File: src/design/pzv_pkg.sv
`timescale 1ns / 1ps
`default_nettype none
package pzv_pkg;

  // Sizes and number formats
  localparam int DIM_BITS        = 14;
  localparam int SCALE_FRAC_BITS = 16;
  localparam int OFS_FRAC        = 8;
  localparam int SCALE_W         = 5 + SCALE_FRAC_BITS;
  localparam int RECT_W          = 22;
  localparam int PAN_W           = 32;
  localparam int MAP_W           = 32;
  localparam int SHOWN_SH        = SCALE_FRAC_BITS - OFS_FRAC;
  localparam int SHOWN_W         = SCALE_W + DIM_BITS - SHOWN_SH;
  localparam int DIFF_W          = PAN_W + 1;
  localparam int PROD_W          = DIFF_W + SCALE_W + 1;
  localparam int WIDE_W          = PROD_W + 1;
  localparam int NUM_W           = PROD_W - 1;
  localparam int DEN_W           = SCALE_W;
  localparam int CNT_W           = $clog2(NUM_W + 1);

  // Scale constants
  localparam logic [SCALE_W-1:0] SCALE_ONE = SCALE_W'(1) << SCALE_FRAC_BITS;
  localparam logic [SCALE_W-1:0] SCALE_MAX = {SCALE_W{1'b1}};
  localparam logic [SCALE_W-1:0] ZOOM_HI   = SCALE_W'(20 * (1 << SCALE_FRAC_BITS));
  localparam logic [SCALE_W-1:0] ZOOM_LO   = SCALE_W'(((1 << SCALE_FRAC_BITS) + 5) / 10);
  localparam int ZOOM_UP_MUL   = 100;
  localparam int ZOOM_UP_BIAS  = 47;
  localparam int ZOOM_UP_DEN   = 95;
  localparam int ZOOM_DN_MUL   = 95;
  localparam int ZOOM_DN_BIAS  = 50;
  localparam int ZOOM_DN_DEN   = 100;

  localparam logic signed [WIDE_W-1:0] S32_MAX   = WIDE_W'(64'sd2147483647);
  localparam logic signed [WIDE_W-1:0] S32_MIN   = WIDE_W'(-64'sd2147483648);
  localparam logic signed [WIDE_W-1:0] SCALE_MAXW = $signed(WIDE_W'(SCALE_MAX));
  localparam logic signed [WIDE_W-1:0] RECT_MAXW =
    $signed(WIDE_W'({RECT_W{1'b1}}));

  typedef enum logic [2:0] {
    REQ_LAYOUT   = 3'd0,
    REQ_ZOOM_IN  = 3'd1,
    REQ_ZOOM_OUT = 3'd2,
    REQ_MOVE     = 3'd3,
    REQ_FIT      = 3'd4,
    REQ_FREE     = 3'd5,
    REQ_MAP      = 3'd6
  } req_t;

  typedef enum logic [4:0] {
    ST_IDLE, ST_DISPATCH, ST_ZOOM_DIV, ST_FIT_X, ST_FIT_Y, ST_PAN_X, ST_PAN_Y,
    ST_SHOWN_X, ST_SHOWN_Y, ST_RECT_X, ST_SPOS_X, ST_SLEN_X, ST_RECT_Y,
    ST_SPOS_Y, ST_SLEN_Y, ST_MAP_X, ST_MAP_Y, ST_OUT
  } st_t;

  typedef struct packed {
    logic             start;
    logic             neg;
    logic [NUM_W-1:0] mag;
    logic [DEN_W-1:0] den;
  } div_req_t;

  function automatic logic [PAN_W-1:0] sat32(input logic signed [WIDE_W-1:0] v);
    logic signed [WIDE_W-1:0] t;
    t = v;
    if (v > S32_MAX) t = S32_MAX;
    else if (v < S32_MIN) t = S32_MIN;
    return t[PAN_W-1:0];
  endfunction

  function automatic logic [SCALE_W-1:0] sat_scale(input logic signed [WIDE_W-1:0] v);
    logic signed [WIDE_W-1:0] t;
    t = v;
    if (v < 0) t = '0;
    else if (v > SCALE_MAXW) t = SCALE_MAXW;
    return t[SCALE_W-1:0];
  endfunction

  function automatic logic [RECT_W-1:0] rect_clamp(input logic signed [WIDE_W-1:0] v);
    logic signed [WIDE_W-1:0] t;
    t = v;
    if (v < 0) t = '0;
    else if (v > RECT_MAXW) t = RECT_MAXW;
    return t[RECT_W-1:0];
  endfunction

endpackage
`default_nettype wire

File: src/design/pzv_div.sv
`timescale 1ns / 1ps
`default_nettype none
module pzv_div (
  input  wire                          clk,
  input  wire                          rst_n,
  input  pzv_pkg::div_req_t            req,
  output logic                         done,
  output logic signed [pzv_pkg::NUM_W:0] quo
);
  import pzv_pkg::*;

  logic             busy_r, busy_nxt;
  logic             done_r, done_nxt;
  logic [CNT_W-1:0] cnt_r, cnt_nxt;
  logic [DEN_W-1:0] rem_r, rem_nxt;
  logic [NUM_W-1:0] quo_r, quo_nxt;
  logic [DEN_W-1:0] den_r;
  logic             neg_r;
  logic [DEN_W:0]   shifted;
  logic [DEN_W+1:0] trial;

  // One restoring step: shift in the next numerator bit, try the subtract
  assign shifted = {rem_r, quo_r[NUM_W-1]};
  assign trial   = {1'b0, shifted} - {2'b0, den_r};

  always_comb begin
    busy_nxt = busy_r;
    done_nxt = 1'b0;
    cnt_nxt  = cnt_r;
    rem_nxt  = rem_r;
    quo_nxt  = quo_r;
    if (req.start) begin
      busy_nxt = 1'b1;
      cnt_nxt  = CNT_W'(NUM_W);
      rem_nxt  = '0;
      quo_nxt  = req.mag;
    end else if (busy_r) begin
      cnt_nxt = cnt_r - CNT_W'(1);
      if (!trial[DEN_W+1]) begin
        rem_nxt = trial[DEN_W-1:0];
        quo_nxt = {quo_r[NUM_W-2:0], 1'b1};
      end else begin
        rem_nxt = shifted[DEN_W-1:0];
        quo_nxt = {quo_r[NUM_W-2:0], 1'b0};
      end
      if (cnt_r == CNT_W'(1)) begin
        busy_nxt = 1'b0;
        done_nxt = 1'b1;
      end
    end
  end

  always_ff @(posedge clk) begin
    if (!rst_n) begin
      busy_r <= 1'b0;
      done_r <= 1'b0;
      cnt_r  <= '0;
    end else begin
      busy_r <= busy_nxt;
      done_r <= done_nxt;
      cnt_r  <= cnt_nxt;
    end
  end

  // Hold operands
  always_ff @(posedge clk) begin
    rem_r <= rem_nxt;
    quo_r <= quo_nxt;
    if (req.start) begin
      den_r <= req.den;
      neg_r <= req.neg;
    end
  end

  assign done = done_r;
  assign quo  = neg_r ? -$signed({1'b0, quo_r}) : $signed({1'b0, quo_r});

endmodule
`default_nettype wire

File: config.mk
export PLATFORM = sky130hd
export DESIGN_NAME = pzv_div
export DESIGN_NICKNAME = d
export VERILOG_FILES = /design/src/design/pzv_pkg.sv /design/src/design/pzv_div.sv
export SDC_FILE = /design/constraint.sdc
export NUM_CORES = 1
export LEC_CHECK = 0
export BUFFER_PORTS_ARGS = -buffer_cell sky130_fd_sc_hd__buf_2
export CORE_UTILIZATION = 60
export DETAILED_ROUTE_END_ITERATION = 8
export GPL_TIMING_DRIVEN = 0
export PLACE_DENSITY = 0.95
export RECOVER_POWER = 100
export SLEW_MARGIN = 20
export SYNTH_ARGS = -nofsm -noshare
export SYNTH_HDL_FRONTEND = slang
export SYNTH_SLANG_ARGS = --single-unit
File: constraint.sdc
create_clock -name clk -period 6.09 [get_ports clk]
set_input_delay 0.3045 -clock clk [delete_from_list [all_inputs] [get_ports clk]]
set_output_delay 0.3045 -clock clk [all_outputs]
set_load 0.01 [all_outputs]
==> flow_metrics.tcl <==
set metrics [dict create \
    status "finished with violations" \
    violations "max-capacitance violations, max-slew violations" \
    vias_per_cell 6.00 \
    fp.coreArea_um2 10300 \
    syn_inst 591 \
    p_switching_mw 0.597 \
    root_buffer "clkbuf_8" \
    hold_class "input port to flop" \
    vias 5270 \
    cp.required_ns 5.97 \
    htreeDepth 3 \
    synth.most_common_cell "edfxtp_1" \
    gp_congestion 0.903 \
    grt_pass1_wl_um 24500 \
    tns_ns 0 \
    swShare_pct 32.3 \
    slew_violations 58 \
    fillCellCount 738 \
    worst_pin_slew_ns 4.01 \
    synth_common_cells "edfxtp_1 (76), xnor2_1 (63), mux2_2 (52)" \
    ys_seq_elements 105 \
    async_reset_ff_share_pct 0 \
    cp_slowest_cell "or2_0" \
    clock_skew_ns 0.0143 \
    synthTopCellsByArea "edfxtp_1 (36%), mux2_2 (9.2%), dfxtp_1 (9.1%)" \
    place_area_um2 7240 \
    criticalPathCategory "input port to flop" \
    rows 37 \
    place_ws_ns 2.32 \
    ys_seq_area_share_pct 44.8 \
    worst-path-max-fanout 57 \
    end_kind "flop" \
    design_area_um2 7280 \
    clk_path_buf_depth 2 \
    synth_edf_count 76 \
    grt_pass1_vias 4996 \
    fin_ws_ns 1.38 \
    cts_setup_buffers 0 \
    power_leakage_nw 2.78 \
    synth_ff_type "edfxtp_1" \
    drtAntennaViolNets 0 \
    synth_nets 695 \
    firstDrtPassIters 5 \
    cp_data_arrival_time_ns 4.59 \
    synth_cell_types 55 \
    period_share_pct 77.3 \
    die-area_um2 11100 \
    final_net_count 840 \
    crit_path_start_kind "input port" \
    power.share.clock_pct 21.0 \
    start_util_pct 62.0 \
    grt_overflow 0 \
    seqCellArea_um2 2860 \
    worst-path-buf-inv 2 \
    min_period_ns 4.71 \
    cpMostUsedCell "clkbuf_1" \
    p_int_mw 1.25 \
    drv_cap 1 \
    syn_to_final_growth_pct 13.9 \
    synth_top_area_cell "edfxtp_1" \
    wl_per_cell_um 17.1 \
    syn_area_um2 6400 \
    whs_ns 0.106 \
    die_y_um 105 \
    fp.dieW_um 105 \
    grtUsageTotal_pct 28.0 \
    p_per_area_nw_per_um2 254 \
    ir_drop_uv 119 \
    numCtsBuffers 9 \
    yosysWarnings 0 \
    crit_chain "clkbuf_1 -> clkbuf_1 -> or2_0" \
    clk_pin_slew_ns 0.09 \
    timing.fmax_mhz 212 \
    drive_gt1_share_pct 21.9 \
    seqPwrFrac_pct 49.6 \
    cts_tree "done" \
    syn_area_per_cell_um2 10.8 \
    power_frac_comb_pct 29.4 \
    ios 135 \
    setup_violations 0 \
    antenna_found_initial 1 \
    hpwl_um 11300 \
    critical-path-top-delay-family "simple AND/OR/NAND/NOR gates" \
    holdBufCountCts 0 \
    grt_start_max_net_pins 58 \
    synth.top_cell.area_share_pct 35.7 \
    clock_sinks 105 \
    wl_um 15000 \
    portBuffers 134 \
    multi_input_area_um2 3220 \
    slowest_delay_ns 2.90 \
    drc 0 \
    drt_iter0_markers 447 \
    rsz0062_at_grt "false" \
    cts-resized-gates 0 \
    insertion_delay_ns 0.37 \
    hold_violations 0 \
    maxSlewHeadroom_pct -167 \
]
==> metal layers <==
| layer | GRT usage (%) | up-vias | share of wire, % |
|---|---|---|---|
| met5 | 0 | - | 0 |
| met4 | 10.7 | 0 | 2.2 |
| met3 | 4.33 | 27 | 7.4 |
| met2 | 49.2 | 266 | 51 |
| met1 | 34.8 | 2498 | 40 |
| li1 | - | 2479 | - |
==> sequential cells by signal (all words and copies together) (netlist names) <==
register and flops:
quo_r 54, rem_r 21, busy_r 1, neg_r 1
den_r 21, cnt_r 6, done 1
==> layout make-up <==
cell class                      count  share of cell area [%]
Clock buffer                       14                    2.10
Sequential cell                   105                    39.3
Clock inverter                      2                   0.206
Timing Repair Buffer              134                    8.42
Antenna cell                        1                  0.0344
Buffer                             26                    1.39
Tap cell                          136                    2.34
Multi-Input combinational cell    421                    44.2
Inverter                           39                    2.03
==> power groups by stage <==
stage	clock [mW]	sequential (mW)	combinational [mW]
final	0.388	0.918	0.544
after global routing	0.423	0.927	0.595
after CTS	0.392	0.915	0.555
after detailed placement	0	0.931	0.552
after global placement	0	0.926	0.527
after floorplan	0	0.912	0.384
==> per-stage QoR <==
step	std cells	total power, mW	utilization, %
after floorplan	591	1.30	-
after global placement	861	1.45	70.1
after detailed placement	861	1.48	70.1
after CTS	877	1.86	71.7
after global routing	878	1.95	70.6
final	878	1.85	70.6
==> cell families (layout without fill, tap and decap cells) <==
group | count (synthesis) | after routing | synth area share, %
compound gates | 127 | 127 | 14.0
xor+xnor | 73 | 73 | 10.0
fa+ha+maj | 25 | 25 | 5.01
buf+inv | 65 | 215 | 3.91
flops | 105 | 105 | 44.8
mux | 70 | 70 | 12.0
other cells | 0 | 1 | 0
simple gates | 126 | 126 | 10.3
==> layout by cell type (no fill, tap or decap), types with 3 or more instances in the layout <==
cell type and count:
buf_2 88, edfxtp_1 76, clkbuf_1 75, xnor2_1 63, mux2_2 52, nor2_1 41, inv_1 38, o21ai_0 30
dfxtp_1 29, nand2_1 24, ha_1 24, a211oi_1 19, mux2i_1 18, o31ai_1 17, a21oi_1 13, or4_1 12
nand3_1 10, o41ai_1 10, xor2_1 10, clkbuf_8 10, nand2b_1 9, a21o_1 8, nor3_1 7, nor4_1 7
o21a_1 4, o21bai_1 4, o22ai_1 4, a31oi_1 4, o211ai_1 3, or3_1 3, a31o_2 3
==> worst paths after layout <==
path,from,end,slack (ns),depth (start not counted)
min,req[4],den_r[4],0.11,1
max,req[76],quo_r[51],1.38,3
min reg2reg,rem_r[10],rem_r[10],0.51,2
max reg2reg,busy_r,quo_r[51],2.07,2
Note: power is estimated with default switching activity, not from simulation.
